File: src/rtl/tmch_pkg.sv
package tmch_pkg;

    localparam int TILES_ACROSS  = 4;
    localparam int TILES_DOWN    = 12;
    localparam int MAX_TILE_SIDE = 64;

    localparam int PIX_W   = 8;
    localparam int SIDE_W  = 7;
    localparam int POS_W   = (MAX_TILE_SIDE > 1) ? $clog2(MAX_TILE_SIDE) : 1;
    localparam int TCOL_W  = (TILES_ACROSS > 1) ? $clog2(TILES_ACROSS) : 1;
    localparam int TROW_W  = (TILES_DOWN > 1) ? $clog2(TILES_DOWN) : 1;
    localparam int AREA_W  = $clog2(MAX_TILE_SIDE * MAX_TILE_SIDE + 1);
    localparam int SUM_W   = 20;
    localparam int DIV_CNT_W = $clog2(SUM_W + 1);

    localparam int NUM_CH     = 3;
    localparam int CH_W       = 2;
    localparam int NUM_BINS   = 5;
    localparam int BIN_W      = 3;
    localparam int LVL_DEPTH  = NUM_CH * NUM_BINS;
    localparam int LVL_AW     = $clog2(LVL_DEPTH);
    localparam int COUNT_W    = 6;
    localparam int COUNT_MAX  = 63;
    localparam int TIDX_W     = 6;

    localparam int LEVEL_1 = 51;
    localparam int LEVEL_2 = 102;
    localparam int LEVEL_3 = 153;
    localparam int LEVEL_4 = 204;
    localparam int MEAN_MAX = 255;

    localparam logic KIND_TILE = 1'b0;
    localparam logic KIND_HIST = 1'b1;

    localparam int APB_AW = 3;
    localparam int APB_DW = 32;
    localparam logic REG_TILE_WIDTH  = 1'b0;
    localparam logic REG_TILE_HEIGHT = 1'b1;
    localparam logic [SIDE_W-1:0] SIDE_RESET = 7'd50;

    typedef struct packed {
        logic [PIX_W-1:0] red;
        logic [PIX_W-1:0] green;
        logic [PIX_W-1:0] blue;
        logic             frame_start;
    } pixel_t;

    typedef struct packed {
        logic              kind;
        logic [TIDX_W-1:0] tile_index;
        logic [PIX_W-1:0]  mean_red;
        logic [PIX_W-1:0]  mean_green;
        logic [PIX_W-1:0]  mean_blue;
        logic [CH_W-1:0]   channel;
        logic [BIN_W-1:0]  level_bin;
        logic [COUNT_W-1:0] bin_count;
        logic              last;
    } result_t;

    typedef struct packed {
        logic [SIDE_W-1:0] tile_w;
        logic [SIDE_W-1:0] tile_h;
        logic [AREA_W-1:0] area;
    } geom_t;

    function automatic logic [SIDE_W-1:0] clamp_side(input logic [SIDE_W-1:0] v);
        logic [SIDE_W-1:0] r;
        if (v == '0)
            r = SIDE_W'(1);
        else if (int'(v) > MAX_TILE_SIDE)
            r = SIDE_W'(MAX_TILE_SIDE);
        else
            r = v;
        return r;
    endfunction

    function automatic logic [BIN_W-1:0] level_of(input logic [PIX_W-1:0] v);
        logic [BIN_W-1:0] b;
        if (int'(v) < LEVEL_1)
            b = BIN_W'(0);
        else if (int'(v) < LEVEL_2)
            b = BIN_W'(1);
        else if (int'(v) < LEVEL_3)
            b = BIN_W'(2);
        else if (int'(v) < LEVEL_4)
            b = BIN_W'(3);
        else
            b = BIN_W'(4);
        return b;
    endfunction

endpackage

File: src/rtl/tmch_ram.sv
module tmch_ram #(
    parameter int WIDTH = 8,
    parameter int DEPTH = 4,
    localparam int AW = (DEPTH > 1) ? $clog2(DEPTH) : 1
) (
    input  logic             clk,
    input  logic             we,
    input  logic [AW-1:0]    waddr,
    input  logic [WIDTH-1:0] wdata,
    input  logic             re,
    input  logic [AW-1:0]    raddr,
    output logic [WIDTH-1:0] rdata
);

    logic [WIDTH-1:0] mem_reg [DEPTH];
    logic [WIDTH-1:0] rdata_reg;

    always_ff @(posedge clk)
    begin
        if (we)
        begin
            mem_reg[waddr] <= wdata;
        end
        if (re)
        begin
            rdata_reg <= mem_reg[raddr];
        end
    end

    assign rdata = rdata_reg;

endmodule

File: src/rtl/tmch_cfg.sv
module tmch_cfg import tmch_pkg::*; (
    input  logic              clk,
    input  logic              rst_n,
    input  logic              psel,
    input  logic              penable,
    input  logic              pwrite,
    input  logic [APB_AW-1:0] paddr,
    input  logic [APB_DW-1:0] pwdata,
    output logic [APB_DW-1:0] prdata,
    output logic              pready,
    output geom_t             geom,
    output logic              restart
);

    logic [SIDE_W-1:0] tile_w_reg;
    logic [SIDE_W-1:0] tile_w_next;
    logic [SIDE_W-1:0] tile_h_reg;
    logic [SIDE_W-1:0] tile_h_next;
    logic              wr_en;
    logic [SIDE_W-1:0] w_clamped;
    logic [SIDE_W-1:0] h_clamped;

    assign pready = 1'b1;
    assign wr_en  = psel && penable && pwrite;
    assign restart = wr_en;

    always_comb
    begin
        tile_w_next = tile_w_reg;
        tile_h_next = tile_h_reg;
        prdata      = '0;
        unique case (paddr[2])
            REG_TILE_WIDTH:
            begin
                prdata = APB_DW'(tile_w_reg);
                if (wr_en)
                    tile_w_next = pwdata[SIDE_W-1:0];
            end
            REG_TILE_HEIGHT:
            begin
                prdata = APB_DW'(tile_h_reg);
                if (wr_en)
                    tile_h_next = pwdata[SIDE_W-1:0];
            end
            default:
            begin
                prdata = '0;
            end
        endcase
    end

    always_ff @(posedge clk or negedge rst_n)
    begin
        if (!rst_n)
        begin
            tile_w_reg <= SIDE_RESET;
            tile_h_reg <= SIDE_RESET;
        end
        else
        begin
            tile_w_reg <= tile_w_next;
            tile_h_reg <= tile_h_next;
        end
    end

    assign w_clamped   = clamp_side(tile_w_reg);
    assign h_clamped   = clamp_side(tile_h_reg);
    assign geom.tile_w = w_clamped;
    assign geom.tile_h = h_clamped;
    assign geom.area   = AREA_W'(w_clamped) * AREA_W'(h_clamped);

endmodule

File: src/rtl/tmch_div.sv
module tmch_div import tmch_pkg::*; (
    input  logic                         clk,
    input  logic                         rst_n,
    input  logic                         start,
    input  logic [NUM_CH-1:0][SUM_W-1:0] dividend,
    input  logic [AREA_W-1:0]            divisor,
    output logic                         done,
    output logic [NUM_CH-1:0][SUM_W-1:0] quotient
);

    logic                         busy_reg;
    logic                         busy_next;
    logic                         done_reg;
    logic                         done_next;
    logic [DIV_CNT_W-1:0]         cnt_reg;
    logic [DIV_CNT_W-1:0]         cnt_next;
    logic [AREA_W-1:0]            dvs_reg;
    logic [AREA_W-1:0]            dvs_next;
    logic [NUM_CH-1:0][SUM_W-1:0] num_reg;
    logic [NUM_CH-1:0][SUM_W-1:0] num_next;
    logic [NUM_CH-1:0][AREA_W-1:0] rem_reg;
    logic [NUM_CH-1:0][AREA_W-1:0] rem_next;
    logic [AREA_W:0]              trial [NUM_CH];

    always_comb
    begin
        busy_next = busy_reg;
        done_next = 1'b0;
        cnt_next  = cnt_reg;
        dvs_next  = dvs_reg;
        num_next  = num_reg;
        rem_next  = rem_reg;
        for (int c = 0; c < NUM_CH; c++)
        begin
            trial[c] = {rem_reg[c], num_reg[c][SUM_W-1]};
        end
        if (start)
        begin
            busy_next = 1'b1;
            cnt_next  = '0;
            dvs_next  = divisor;
            num_next  = dividend;
            rem_next  = '0;
        end
        else if (busy_reg)
        begin
            for (int c = 0; c < NUM_CH; c++)
            begin
                if (trial[c] >= {1'b0, dvs_reg})
                begin
                    rem_next[c] = AREA_W'(trial[c] - {1'b0, dvs_reg});
                    num_next[c] = {num_reg[c][SUM_W-2:0], 1'b1};
                end
                else
                begin
                    rem_next[c] = trial[c][AREA_W-1:0];
                    num_next[c] = {num_reg[c][SUM_W-2:0], 1'b0};
                end
            end
            cnt_next = cnt_reg + DIV_CNT_W'(1);
            if (cnt_reg == DIV_CNT_W'(SUM_W - 1))
            begin
                busy_next = 1'b0;
                done_next = 1'b1;
            end
        end
    end

    always_ff @(posedge clk or negedge rst_n)
    begin
        if (!rst_n)
        begin
            busy_reg <= 1'b0;
            done_reg <= 1'b0;
            cnt_reg  <= '0;
        end
        else
        begin
            busy_reg <= busy_next;
            done_reg <= done_next;
            cnt_reg  <= cnt_next;
        end
    end

    always_ff @(posedge clk)
    begin
        dvs_reg <= dvs_next;
        num_reg <= num_next;
        rem_reg <= rem_next;
    end

    assign done     = done_reg;
    assign quotient = num_reg;

endmodule

File: src/rtl/tile_mean_color_histogram_core.sv
// A pixel that does not end a tile is summed in S_ACC; then S_IDLE takes the next.
// Last pixel of a tile: the divider runs, the tile result is loaded into the output
// register once it is free, then each channel's bin is read and written back.
// Last pixel of a frame: after that, the bin counts are read and sent out one by one.
// The pace is set by the 20-step shared divider and the single-port bin memory.
// Reset clears position, sum and bin valid flags; geometry returns to 50 x 50.
module tile_mean_color_histogram_core import tmch_pkg::*; (
    input  logic              clk,
    input  logic              rst_n,
    input  logic              pixel_valid,
    output logic              pixel_stall,
    input  pixel_t            pixel,
    output logic              result_valid,
    input  logic              result_stall,
    output result_t           result,
    input  logic              psel,
    input  logic              penable,
    input  logic              pwrite,
    input  logic [APB_AW-1:0] paddr,
    input  logic [APB_DW-1:0] pwdata,
    output logic [APB_DW-1:0] prdata,
    output logic              pready
);

    typedef enum logic [2:0] {
        S_IDLE,
        S_ACC,
        S_DIV,
        S_TILE_OUT,
        S_HIST_RD,
        S_HIST_WR,
        S_DUMP_RD,
        S_DUMP_OUT
    } state_t;

    localparam int SUMS_W = NUM_CH * SUM_W;

    geom_t geom;
    logic  cfg_restart;

    state_t                 state_reg, state_next;
    logic [POS_W-1:0]       cit_reg, cit_next;
    logic [TCOL_W-1:0]      tcol_reg, tcol_next;
    logic [POS_W-1:0]       rit_reg, rit_next;
    logic [TROW_W-1:0]      trow_reg, trow_next;
    pixel_t                 px_reg, px_next;
    logic [TILES_ACROSS-1:0] sum_vld_reg, sum_vld_next;
    logic [LVL_DEPTH-1:0]   lvl_vld_reg, lvl_vld_next;
    logic [TIDX_W-1:0]      tidx_reg, tidx_next;
    logic [NUM_CH-1:0][PIX_W-1:0] mean_reg, mean_next;
    logic [NUM_CH-1:0][BIN_W-1:0] bin_reg, bin_next;
    logic                   frame_end_reg, frame_end_next;
    logic [CH_W-1:0]        ch_reg, ch_next;
    logic [BIN_W-1:0]       dbin_reg, dbin_next;
    logic                   res_valid_reg, res_valid_next;
    result_t                res_reg, res_next;

    logic                   sum_re;
    logic [TCOL_W-1:0]      sum_raddr;
    logic                   sum_we;
    logic [SUMS_W-1:0]      sum_wdata;
    logic [SUMS_W-1:0]      sum_rdata;

    logic                   lvl_re;
    logic                   lvl_we;
    logic [LVL_AW-1:0]      lvl_addr;
    logic [COUNT_W-1:0]     lvl_wdata;
    logic [COUNT_W-1:0]     lvl_rdata;
    logic [COUNT_W-1:0]     lvl_cur;
    logic [BIN_W-1:0]       bin_sel;

    logic                         div_start;
    logic                         div_done;
    logic [NUM_CH-1:0][SUM_W-1:0] div_dividend;
    logic [NUM_CH-1:0][SUM_W-1:0] div_quot;
    logic [NUM_CH-1:0][PIX_W-1:0] quot_clamped;

    logic [NUM_CH-1:0][PIX_W-1:0] px_ch;
    logic [NUM_CH-1:0][SUM_W-1:0] acc_sum;
    logic                   col_last, row_last, tcol_last, trow_last, tile_end;
    logic                   accept, out_free, res_load;
    result_t                res_data;

    tmch_cfg u_cfg (
        .clk     (clk),
        .rst_n   (rst_n),
        .psel    (psel),
        .penable (penable),
        .pwrite  (pwrite),
        .paddr   (paddr),
        .pwdata  (pwdata),
        .prdata  (prdata),
        .pready  (pready),
        .geom    (geom),
        .restart (cfg_restart)
    );

    tmch_ram #(
        .WIDTH (SUMS_W),
        .DEPTH (TILES_ACROSS)
    ) u_sum_ram (
        .clk   (clk),
        .we    (sum_we),
        .waddr (tcol_reg),
        .wdata (sum_wdata),
        .re    (sum_re),
        .raddr (sum_raddr),
        .rdata (sum_rdata)
    );

    tmch_ram #(
        .WIDTH (COUNT_W),
        .DEPTH (LVL_DEPTH)
    ) u_lvl_ram (
        .clk   (clk),
        .we    (lvl_we),
        .waddr (lvl_addr),
        .wdata (lvl_wdata),
        .re    (lvl_re),
        .raddr (lvl_addr),
        .rdata (lvl_rdata)
    );

    tmch_div u_div (
        .clk      (clk),
        .rst_n    (rst_n),
        .start    (div_start),
        .dividend (div_dividend),
        .divisor  (geom.area),
        .done     (div_done),
        .quotient (div_quot)
    );

    assign pixel_stall  = (state_reg != S_IDLE);
    assign accept       = pixel_valid && (state_reg == S_IDLE);
    assign out_free     = !res_valid_reg || !result_stall;
    assign result_valid = res_valid_reg;
    assign result       = res_reg;

    assign px_ch[0] = px_reg.red;
    assign px_ch[1] = px_reg.green;
    assign px_ch[2] = px_reg.blue;

    assign col_last  = (SIDE_W'(cit_reg) == geom.tile_w - SIDE_W'(1));
    assign row_last  = (SIDE_W'(rit_reg) == geom.tile_h - SIDE_W'(1));
    assign tcol_last = (tcol_reg == TCOL_W'(TILES_ACROSS - 1));
    assign trow_last = (trow_reg == TROW_W'(TILES_DOWN - 1));
    assign tile_end  = col_last && row_last;

    always_comb
    begin
        for (int c = 0; c < NUM_CH; c++)
        begin
            acc_sum[c] = (sum_vld_reg[tcol_reg] ? sum_rdata[c*SUM_W +: SUM_W] : '0)
                       + SUM_W'(px_ch[c]);
            div_dividend[c] = acc_sum[c];
            quot_clamped[c] = (|div_quot[c][SUM_W-1:PIX_W]) ? PIX_W'(MEAN_MAX)
                                                             : div_quot[c][PIX_W-1:0];
        end
    end

    assign sum_wdata = {acc_sum[2], acc_sum[1], acc_sum[0]};

    assign bin_sel  = (state_reg == S_DUMP_RD || state_reg == S_DUMP_OUT) ? dbin_reg
                                                                          : bin_reg[ch_reg];
    assign lvl_addr = LVL_AW'(ch_reg * NUM_BINS + bin_sel);
    assign lvl_cur  = lvl_vld_reg[lvl_addr] ? lvl_rdata : '0;
    assign lvl_wdata = (lvl_cur == COUNT_W'(COUNT_MAX)) ? lvl_cur : lvl_cur + COUNT_W'(1);

    always_comb
    begin
        state_next     = state_reg;
        cit_next       = cit_reg;
        tcol_next      = tcol_reg;
        rit_next       = rit_reg;
        trow_next      = trow_reg;
        px_next        = px_reg;
        sum_vld_next   = sum_vld_reg;
        lvl_vld_next   = lvl_vld_reg;
        tidx_next      = tidx_reg;
        mean_next      = mean_reg;
        bin_next       = bin_reg;
        frame_end_next = frame_end_reg;
        ch_next        = ch_reg;
        dbin_next      = dbin_reg;
        sum_re         = 1'b0;
        sum_raddr      = tcol_reg;
        sum_we         = 1'b0;
        lvl_re         = 1'b0;
        lvl_we         = 1'b0;
        div_start      = 1'b0;
        res_load       = 1'b0;
        res_data       = '0;

        unique case (state_reg)
            S_IDLE:
            begin
                if (accept)
                begin
                    px_next = pixel;
                    sum_re  = 1'b1;
                    if (pixel.frame_start)
                    begin
                        cit_next     = '0;
                        tcol_next    = '0;
                        rit_next     = '0;
                        trow_next    = '0;
                        sum_vld_next = '0;
                        lvl_vld_next = '0;
                        sum_raddr    = '0;
                    end
                    state_next = S_ACC;
                end
            end
            S_ACC:
            begin
                frame_end_next = tile_end && tcol_last && trow_last;
                if (tile_end)
                begin
                    sum_vld_next[tcol_reg] = 1'b0;
                    div_start  = 1'b1;
                    tidx_next  = TIDX_W'(int'(trow_reg) * TILES_ACROSS + int'(tcol_reg));
                    state_next = S_DIV;
                end
                else
                begin
                    sum_we = 1'b1;
                    sum_vld_next[tcol_reg] = 1'b1;
                    state_next = S_IDLE;
                end
                // advance raster position
                if (col_last)
                begin
                    cit_next = '0;
                    if (tcol_last)
                    begin
                        tcol_next = '0;
                        if (row_last)
                        begin
                            rit_next  = '0;
                            trow_next = trow_last ? '0 : trow_reg + TROW_W'(1);
                        end
                        else
                        begin
                            rit_next = rit_reg + POS_W'(1);
                        end
                    end
                    else
                    begin
                        tcol_next = tcol_reg + TCOL_W'(1);
                    end
                end
                else
                begin
                    cit_next = cit_reg + POS_W'(1);
                end
            end
            S_DIV:
            begin
                if (div_done)
                begin
                    for (int c = 0; c < NUM_CH; c++)
                    begin
                        mean_next[c] = quot_clamped[c];
                        bin_next[c]  = level_of(quot_clamped[c]);
                    end
                    state_next = S_TILE_OUT;
                end
            end
            S_TILE_OUT:
            begin
                if (out_free)
                begin
                    res_load            = 1'b1;
                    res_data.kind       = KIND_TILE;
                    res_data.tile_index = tidx_reg;
                    res_data.mean_red   = mean_reg[0];
                    res_data.mean_green = mean_reg[1];
                    res_data.mean_blue  = mean_reg[2];
                    ch_next    = '0;
                    state_next = S_HIST_RD;
                end
            end
            S_HIST_RD:
            begin
                lvl_re     = 1'b1;
                state_next = S_HIST_WR;
            end
            S_HIST_WR:
            begin
                lvl_we = 1'b1;
                lvl_vld_next[lvl_addr] = 1'b1;
                if (ch_reg == CH_W'(NUM_CH - 1))
                begin
                    ch_next   = '0;
                    dbin_next = '0;
                    state_next = frame_end_reg ? S_DUMP_RD : S_IDLE;
                end
                else
                begin
                    ch_next    = ch_reg + CH_W'(1);
                    state_next = S_HIST_RD;
                end
            end
            S_DUMP_RD:
            begin
                lvl_re     = 1'b1;
                state_next = S_DUMP_OUT;
            end
            S_DUMP_OUT:
            begin
                if (out_free)
                begin
                    res_load           = 1'b1;
                    res_data.kind      = KIND_HIST;
                    res_data.channel   = ch_reg;
                    res_data.level_bin = dbin_reg;
                    res_data.bin_count = lvl_cur;
                    res_data.last      = (ch_reg == CH_W'(NUM_CH - 1))
                                      && (dbin_reg == BIN_W'(NUM_BINS - 1));
                    if (res_data.last)
                    begin
                        cit_next     = '0;
                        tcol_next    = '0;
                        rit_next     = '0;
                        trow_next    = '0;
                        sum_vld_next = '0;
                        lvl_vld_next = '0;
                        state_next   = S_IDLE;
                    end
                    else
                    begin
                        if (dbin_reg == BIN_W'(NUM_BINS - 1))
                        begin
                            dbin_next = '0;
                            ch_next   = ch_reg + CH_W'(1);
                        end
                        else
                        begin
                            dbin_next = dbin_reg + BIN_W'(1);
                        end
                        state_next = S_DUMP_RD;
                    end
                end
            end
            default:
            begin
                state_next = S_IDLE;
            end
        endcase

        // restart frame on a register write
        if (cfg_restart)
        begin
            cit_next     = '0;
            tcol_next    = '0;
            rit_next     = '0;
            trow_next    = '0;
            sum_vld_next = '0;
            lvl_vld_next = '0;
        end

        res_next = res_reg;
        if (res_load)
        begin
            res_valid_next = 1'b1;
            res_next       = res_data;
        end
        else if (!result_stall)
        begin
            res_valid_next = 1'b0;
        end
        else
        begin
            res_valid_next = res_valid_reg;
        end
    end

    always_ff @(posedge clk or negedge rst_n)
    begin
        if (!rst_n)
        begin
            state_reg     <= S_IDLE;
            cit_reg       <= '0;
            tcol_reg      <= '0;
            rit_reg       <= '0;
            trow_reg      <= '0;
            sum_vld_reg   <= '0;
            lvl_vld_reg   <= '0;
            frame_end_reg <= 1'b0;
            ch_reg        <= '0;
            dbin_reg      <= '0;
            res_valid_reg <= 1'b0;
        end
        else
        begin
            state_reg     <= state_next;
            cit_reg       <= cit_next;
            tcol_reg      <= tcol_next;
            rit_reg       <= rit_next;
            trow_reg      <= trow_next;
            sum_vld_reg   <= sum_vld_next;
            lvl_vld_reg   <= lvl_vld_next;
            frame_end_reg <= frame_end_next;
            ch_reg        <= ch_next;
            dbin_reg      <= dbin_next;
            res_valid_reg <= res_valid_next;
        end
    end

    always_ff @(posedge clk)
    begin
        px_reg   <= px_next;
        tidx_reg <= tidx_next;
        mean_reg <= mean_next;
        bin_reg  <= bin_next;
        res_reg  <= res_next;
    end

endmodule

File: config.mk
export PLATFORM = sky130hd
export DESIGN_NAME = tile_mean_color_histogram_core
export DESIGN_NICKNAME = d
export VERILOG_FILES = /design/src/rtl/tmch_pkg.sv /design/src/rtl/tmch_ram.sv /design/src/rtl/tmch_cfg.sv /design/src/rtl/tmch_div.sv /design/src/rtl/tile_mean_color_histogram_core.sv
export SDC_FILE = /design/constraint.sdc
export NUM_CORES = 1
export LEC_CHECK = 0
export BUFFER_PORTS_ARGS = -buffer_cell sky130_fd_sc_hd__clkbuf_2
export CORE_MARGIN = 1.5
export CORE_UTILIZATION = 40
export CTS_BUF_LIST = sky130_fd_sc_hd__clkbuf_4 sky130_fd_sc_hd__clkbuf_8
export DETAILED_ROUTE_END_ITERATION = 16
export PLACE_DENSITY = 0.68
export SETUP_SLACK_MARGIN = 0.1
export SLEW_MARGIN = 20
export SYNTH_ARGS = -nofsm -noshare
export SYNTH_HDL_FRONTEND = slang
export SYNTH_SLANG_ARGS = --single-unit
File: constraint.sdc
create_clock -name clk -period 6.3 [get_ports clk]
set_input_delay 0.315 -clock clk [delete_from_list [all_inputs] [get_ports clk]]
set_output_delay 0.315 -clock clk [all_outputs]
set_load 0.01 [all_outputs]
==> summary.md, run 1 <==
| Metric | Value |
|---|---|
| Slew @ Worst Pin | `1110 ps` |
| Worst setup path class | `register to register` |
| Cells after Synth | `2607` |
| Vias | `21200` |
| P per Cell Area | `352 nW/um^2` |
| Commonest non-fill, non-tap cells in the layout | `575 x edfxtp_1, 243 x nand2_1, 193 x nor2_1` |
| Int Power | `8.96 mW` |
| Largest family of logic cells by synthesized area | `simple AND/OR/NAND/NOR gates` |
| Starting Density | `40.4%` |
| Synth cell types | `86` |
| Top cells by area, synth | `edfxtp_1 53%, dfrtp_1 4.8%, ha_1 4.3%, nand2_1 2.8%, dfxtp_1 2.4%` |
| Final wirelength | `73000 um` |
| Psw | `3.99 mW` |
| Clk pwr share | `30.6%` |
| Part of the power in registers | `43.5%` |
| Htree depth | `3` |
| DIE HEIGHT | `288 um` |
| Clock transition at the registers of the reported paths | `60 ps` |
| Final worst-path cycle share | `85.6%` |
| Min Hold Slack | `92.1 ps` |
| Slew HR | `25.4%` |
| Post-synth EDFFs | `575` |
| Comb pwr share | `25.9%` |
| Crit path max-delay cell type | `dfrtp_1` |
| TNS Setup | `0 ps` |
| CTS tree | `built` |
| Iteration-0 DRC Markers | `1943` |
| RSZ-0062 raised after global routing | `no` |
| Simple-gate share of the synthesized area | `12.3%` |
| Avg Vias per Cell | `5.40` |
| Crit path DAT | `5870 ps` |
| HPWL Detailed | `46000 um` |
| Row Count | `104` |
| Pin count of the biggest net entering global routing | `71` |
| Largest fanout on the critical path | `14` |
| Clock Latency Late Sink | `730 ps` |
| Fraction of power spent switching nets | `30.8%` |
| Largest register FFs | `240` |
| Postcts setup bufs | `0` |
| # setup viols final | `0` |
| Synth area leader | `edfxtp_1` |
| Sequential share of the synthesized area | `60.7%` |
| Area fraction in compound gates after synthesis | `9.55%` |
| First-pass GRT wire length | `115000 um` |
| Final hold vios | `0` |
| Commonest non-fill, non-tap cell in the layout | `edfxtp_1` |
| Synth Flop Type | `edfxtp_1` |
| Drt first pass iters | `7` |
| Mean Syn Cell Area | `12.5 sq um` |
| Static Leak | `13.4 nW` |
| Initial antenna violation count | `2` |
| Hold Crit Class | `primary input to register` |
| Ports | `145` |
| Die Width | `288 um` |
| XOR/XNOR Fraction of Synth Area | `2.64%` |
| Yosys reg bits | `682` |
| Crit-path cells | `clkinv_1, buf_4, nand2_1, nor2_1, fa_1, inv_1, fa_1, inv_1, fa_1, inv_1, fa_1, inv_1, ha_1, nor2b_1, o21a_1, o41ai_1, o21ai_0, xnor2_1` |
| CP top delay family | `adder cells` |
| Post-Synth Adder-Cell Area | `6.18%` |
| Post-DRT Antenna Nets | `0` |
| Max Slew Vio Count | `0` |
| F_max | `186 MHz` |
| Layout cells sized above 1 | `15.7%` |
| Port bufs | `91` |
| Fin nets | `2979` |
| Crit path capture type | `register` |
| Wire length per cell | `18.6 um` |
| Filler instances | `7121` |
| Worst setup SP type | `register` |
| Area share of the largest cell type after synthesis | `53.0%` |
| Root Buffer | `clkbuf_8` |
| Sink Count | `682` |
| Area grow syn2layout | `13.0%` |
| CTS Buffer Depth | `3` |
| Area of the mapped netlist | `32600 sq um` |
| Mux share of post-synthesis cell area | `5.61%` |
| Die ar. | `83100 sq um` |
| Global route overflow | `0` |
| VDD IR max | `0.000344 V` |
| CP required | `6780 ps` |
| Fraction of registers with async set/reset | `9.97%` |
| Max-Cap Viols | `0` |
| Status | `complete, no violations` |
| # DRC | `0` |
| Largest stage delay, worst path | `620 ps` |
| Vias in the first global route | `20500` |
| Total CTS buffers | `110` |
| Setup Skew | `52.5 ps` |
| WP buf/inv | `6` |
| Min Clock Period, post-route | `5390 ps` |
| Core area | `80500 sq um` |
| Synth warn | `0` |
| Total GRT Usage | `17.6%` |
| GPL Wtd Cong | `0.830` |
[cell usage after synthesis, types with 20 or more instances]
master and instances:
clkbuf_1 79, nand3_1 55, inv_1 93, nor2_1 193
or2_2 22, and2_1 66, dfrtp_1 62, xor2_1 30
a31oi_1 83, o22ai_1 64, a211oi_1 21, buf_4 28
nand2_1 246, xnor2_1 68, fa_1 30, nand2b_1 20
a21oi_1 110, ha_1 113, edfxtp_1 575, nor2b_1 25
nand4_1 26, o21ai_0 89, and3_1 28, nor4_1 23
mux2_2 65, mux4_2 28, nor3_1 62, dfxtp_1 39
mux2i_1 34
[area by class of cell]
class	instances	area, sq um	area share (%)
clock inverter	63	497	1.35
clock buffer	144	1790	4.86
timing repair buffer	156	1080	2.92
sequential	682	19800	53.7
antenna	2	5.00	0.0136
inverter	97	364	0.989
tap	1060	1330	3.60
multi-input combinational	1722	12000	32.6
[tightest hold or removal path, cell delays in order]
cell and delay [ps]:
clkbuf_2 180, nor2_1 120, a21oi_1 50, nor2_1 80, a21oi_1 50
[worst paths after layout]
check / to / slack [ps] / startpoint / cells after the start
max in group asynchronous: u_div.busy_reg / 5310 / rst_n / 3
hold / removal: state_reg[0] / 90 / pixel_valid / 5
setup reg to reg: u_div.dvs_reg[12] / 910 / u_cfg.tile_w_reg[6] / 18
hold reg to reg: u_div.rem_reg[25] / 460 / u_div.rem_reg[25] / 2
min in group asynchronous: u_cfg.tile_h_reg[6] / 360 / rst_n / 3
setup / recovery: u_div.dvs_reg[12] / 910 / u_cfg.tile_w_reg[6] / 18
[cells by family (layout without fill, tap and decap cells)]
kind of cell | count (synthesis) | count (layout)
buffers and inverters | 227 | 460
and+or+nand+nor | 823 | 823
other | 2 | 28
DFF | 682 | 682
xor gates and xnor gates | 98 | 98
AOI/OAI and AO/OA | 494 | 494
adders and majority gates | 143 | 143
muxes | 138 | 138
[timing repair]
item,4_1_cts,5_1_grt
hold buffers,33,0
gates resized for setup,0,0
endpoints found under the hold margin,103,0
setup endpoints to repair,0,0
[per-stage QoR]
step	setup slack, ps	total power [mW]	cell area [sq um]	util (%)	cells
finish	910	12.9	36800	45.7	3926
global route	483	13.6	36800	45.7	3926
CTS	930	13.1	36800	45.7	3924
detailed placement	886	9.06	34200	42.5	3684
global placement	935	9.00	34200	42.5	3684
floorplan	1340	8.09	32700	-	2631
[power by group through the flow]
stage	Combinational, mW	Clock (mW)	Sequential [mW]
finish	3.35	3.96	5.63
floorplan	2.41	0	5.69
detailed placement	3.34	0	5.72
CTS	3.37	4.05	5.63
global route	3.71	4.25	5.67
global placement	3.28	0	5.72
[per-layer routing]
metal	track usage, %	vias to the layer above	routed length (um)
met5	0	-	0
met1	24.2	10500	32900
met3	2.86	99	4380
li1	-	10100	-
met4	4.95	0	1260
met2	28.7	593	34400
(Power assumes the default switching activity.)
==> run 2: changes to the inputs <==
--- a/config.mk
+++ b/config.mk
@@ -6,11 +6,14 @@
 export NUM_CORES = 1
 export LEC_CHECK = 0
 export BUFFER_PORTS_ARGS = -buffer_cell sky130_fd_sc_hd__clkbuf_2
+export CAP_MARGIN = 10
+export CELL_PAD_IN_SITES_DETAIL_PLACEMENT = 0
+export CELL_PAD_IN_SITES_GLOBAL_PLACEMENT = 2
 export CORE_MARGIN = 1.5
 export CORE_UTILIZATION = 40
 export CTS_BUF_LIST = sky130_fd_sc_hd__clkbuf_4 sky130_fd_sc_hd__clkbuf_8
 export DETAILED_ROUTE_END_ITERATION = 16
-export PLACE_DENSITY = 0.68
+export PLACE_DENSITY = 0.87
 export SETUP_SLACK_MARGIN = 0.1
 export SLEW_MARGIN = 20
 export SYNTH_ARGS = -nofsm -noshare
==> run 2 against run 1 <==
  * Global-route usage up 0.29 points
  * Utilization about the same
  * Cell count about the same
  * Clock skew up 4.9 ps
  * Clock power down 2%
  * Maximum frequency down 1.8%
  * Sequential power about the same
  * Sequential share of layout area up 0.057 points
  * Register-to-register slack worse by 100 ps
  * Hold slack better by 79 ps
  * Die area unchanged
  * Critical path type unchanged
  * Largest power group unchanged
==> summary.md, run 2 (synthesis results as in run 1) <==
| Metric | Value |
|---|---|
| Avg Vias per Cell | `5.41 (+0.12%)` |
| CTS tree | `built` |
| Crit path max-delay cell type | `dfrtp_1` |
| TNS Setup | `0 ps (unchanged)` |
| Total CTS buffers | `109 (-0.91%)` |
| Postcts setup bufs | `0 (unchanged)` |
| CTS Buffer Depth | `3 (unchanged)` |
| Largest fanout on the critical path | `21 (+7)` |
| Ports | `145 (unchanged)` |
| Final Power | `12.8 mW (-0.93%)` |
| Initial antenna violation count | `3 (+1)` |
| Slew HR | `29.4% (+4.0 points)` |
| Max Slew Vio Count | `0 (unchanged)` |
| Worst setup path class | `register to register` |
| Slew @ Worst Pin | `1050 ps (-63.3 ps)` |
| CP required | `6770 ps (about the same)` |
| Static Leak | `13.3 nW (-0.18%)` |
| Max-Cap Viols | `0 (unchanged)` |
| Iteration-0 DRC Markers | `1395 (-28%)` |
| F_max | `182 MHz (-1.8%)` |
| Sink Count | `682 (unchanged)` |
| Starting Density | `40.4% (unchanged)` |
| RSZ-0062 raised after global routing | `no` |
| Htree depth | `3 (unchanged)` |
| HPWL Detailed | `48600 um (+5.6%)` |
| VDD IR max | `0.000222 V (-35%)` |
| Vias in the first global route | `21400 (+4.2%)` |
| First-pass GRT wire length | `116000 um (+1.6%)` |
| Total GRT Usage | `17.9% (+0.29 points)` |
| P per Cell Area | `349 nW/um^2 (-0.82%)` |
| # setup viols final | `0 (unchanged)` |
| Root Buffer | `clkbuf_8` |
| Crit path capture type | `register` |
| Core area | `80500 sq um (unchanged)` |
| Area grow syn2layout | `12.9%` |
| Clock Latency Late Sink | `750 ps (+20 ps)` |
| Commonest non-fill, non-tap cells in the layout | `575 x edfxtp_1, 243 x nand2_1, 192 x nor2_1` |
| Die ar. | `83100 sq um (unchanged)` |
| Largest stage delay, worst path | `740 ps (+120 ps)` |
| Worst setup SP type | `register` |
| Vias | `21200 (+0.047%)` |
| Port bufs | `91 (unchanged)` |
| Global route overflow | `0 (unchanged)` |
| Fin nets | `2978 (-0.034%)` |
| Status | `complete, no violations` |
| DIE HEIGHT | `288 um (unchanged)` |
| Setup Skew | `57.4 ps (+4.87 ps)` |
| Die Width | `288 um (unchanged)` |
| Largest register FFs | `240 (unchanged)` |
| Pin count of the biggest net entering global routing | `71 (unchanged)` |
| Row Count | `104 (unchanged)` |
| Area occupied by multi-input gates | `12000 sq um (+0.16%)` |
| # DRC | `0 (unchanged)` |
| Hold Crit Class | `primary input to register` |
| FF/Latch Area | `19800 sq um (unchanged)` |
| Filler instances | `7224 (+1.4%)` |
| Post-DRT Antenna Nets | `0 (unchanged)` |
| Crit-path cells | `clkinv_1, nand2_1, nor2_1, fa_1, inv_1, fa_1, inv_1, fa_1, inv_1, fa_1, inv_1, ha_1, nor2b_1, o21a_1, o41ai_1, o21ai_0, xnor2_1` |
| Wire length per cell | `19.0 um (+2.4%)` |
| GPL Wtd Cong | `0.854 (+3.0%)` |
| Final wirelength | `74700 um (+2.4%)` |
| Layout cells sized above 1 | `15.8% (+0.086 points)` |
| Min Clock Period, post-route | `5490 ps (+101 ps)` |
| Clock transition at the registers of the reported paths | `70 ps (about the same)` |
| Drt first pass iters | `5 (-2)` |
| Final worst-path cycle share | `87.2% (+1.6 points)` |
| Commonest non-fill, non-tap cell in the layout | `edfxtp_1` |
| Crit path DAT | `5970 ps (+100 ps)` |
| Final hold vios | `0 (unchanged)` |
==> run 2: changes by cell type in the layout (fill, tap and decap cells not counted), moves of 3 or more <==
cell       change
clkinv_1       -3
bufinv_16      -3
clkinv_2       -5
clkbuf_4       +7
==> run 2: per-layer routing <==
layer / GRT usage, % / part of all wire, % / vias to the layer above
met5: 0 / 0.013 / -
met4: 5.97 / 2.1 / 2
met3: 2.73 / 5.2 / 94
met2: 30.2 / 48 / 538
met1: 23.4 / 44 / 10500
li1: - / - / 10000
==> run 2: power breakdown <==
part | leakage [nW] | switching (mW) | internal (mW)
combinational | 5.81 | 1.90 | 1.39
sequential | 6.34 | 0.246 | 5.40
clock | 1.19 | 1.80 | 2.08
total | 13.3 | 3.94 | 8.88
==> run 2: final cells by class <==
cell class	count	share of cell area [%]
Antenna cell	2	0.0136
Clock buffer	151	5.00
Clock inverter	53	1.12
Inverter	97	0.990
Multi-Input combinational cell	1722	32.7
Sequential cell	682	53.7
Tap cell	1060	3.61
Timing Repair Buffer	156	2.86
==> run 2: worst paths after layout <==
path | depth (start not counted) | start | endpoint | slack [ps]
max in group asynchronous | 3 | rst_n | u_div.busy_reg | 5210
max reg2reg | 17 | u_cfg.tile_h_reg[6] | u_div.dvs_reg[12] | 810
max | 17 | u_cfg.tile_h_reg[6] | u_div.dvs_reg[12] | 810
min reg2reg | 2 | u_div.rem_reg[25] | u_div.rem_reg[25] | 480
min in group asynchronous | 3 | rst_n | u_cfg.tile_w_reg[0] | 360
min | 5 | pixel_valid | state_reg[0] | 170
==> run 2: critical path: cells and delay by family, from the launching register on <==
kind / cells / cell delay [ps]
fa+ha+maj: 5 / 2350
xor+xnor: 1 / 150
flops: 1 / 740
compound gates: 3 / 790
simple gates: 3 / 600
buf+inv: 5 / 610
==> run 2: repair_timing <==
item / 4_1_cts / 5_1_grt
endpoints found under the hold margin: 103 / 0
resized for setup: 0 / 0
hold buffers: 33 / 0
==> run 2: metrics by stage <==
| stage | util, % | area [sq um] | std cells | setup WS [ps] | hold WS, ps |
|---|---|---|---|---|---|
| global route | 45.7 | 36800 | 3922 | 567 | 215 |
| finish | 45.7 | 36800 | 3923 | 809 | 171 |
| global placement | 42.4 | 34200 | 3684 | 874 | 447 |
| detailed placement | 42.4 | 34200 | 3684 | 829 | 473 |
| CTS | 45.6 | 36800 | 3921 | 836 | 85.1 |
| floorplan | - | 32700 | 2631 | 1340 | 19.4 |
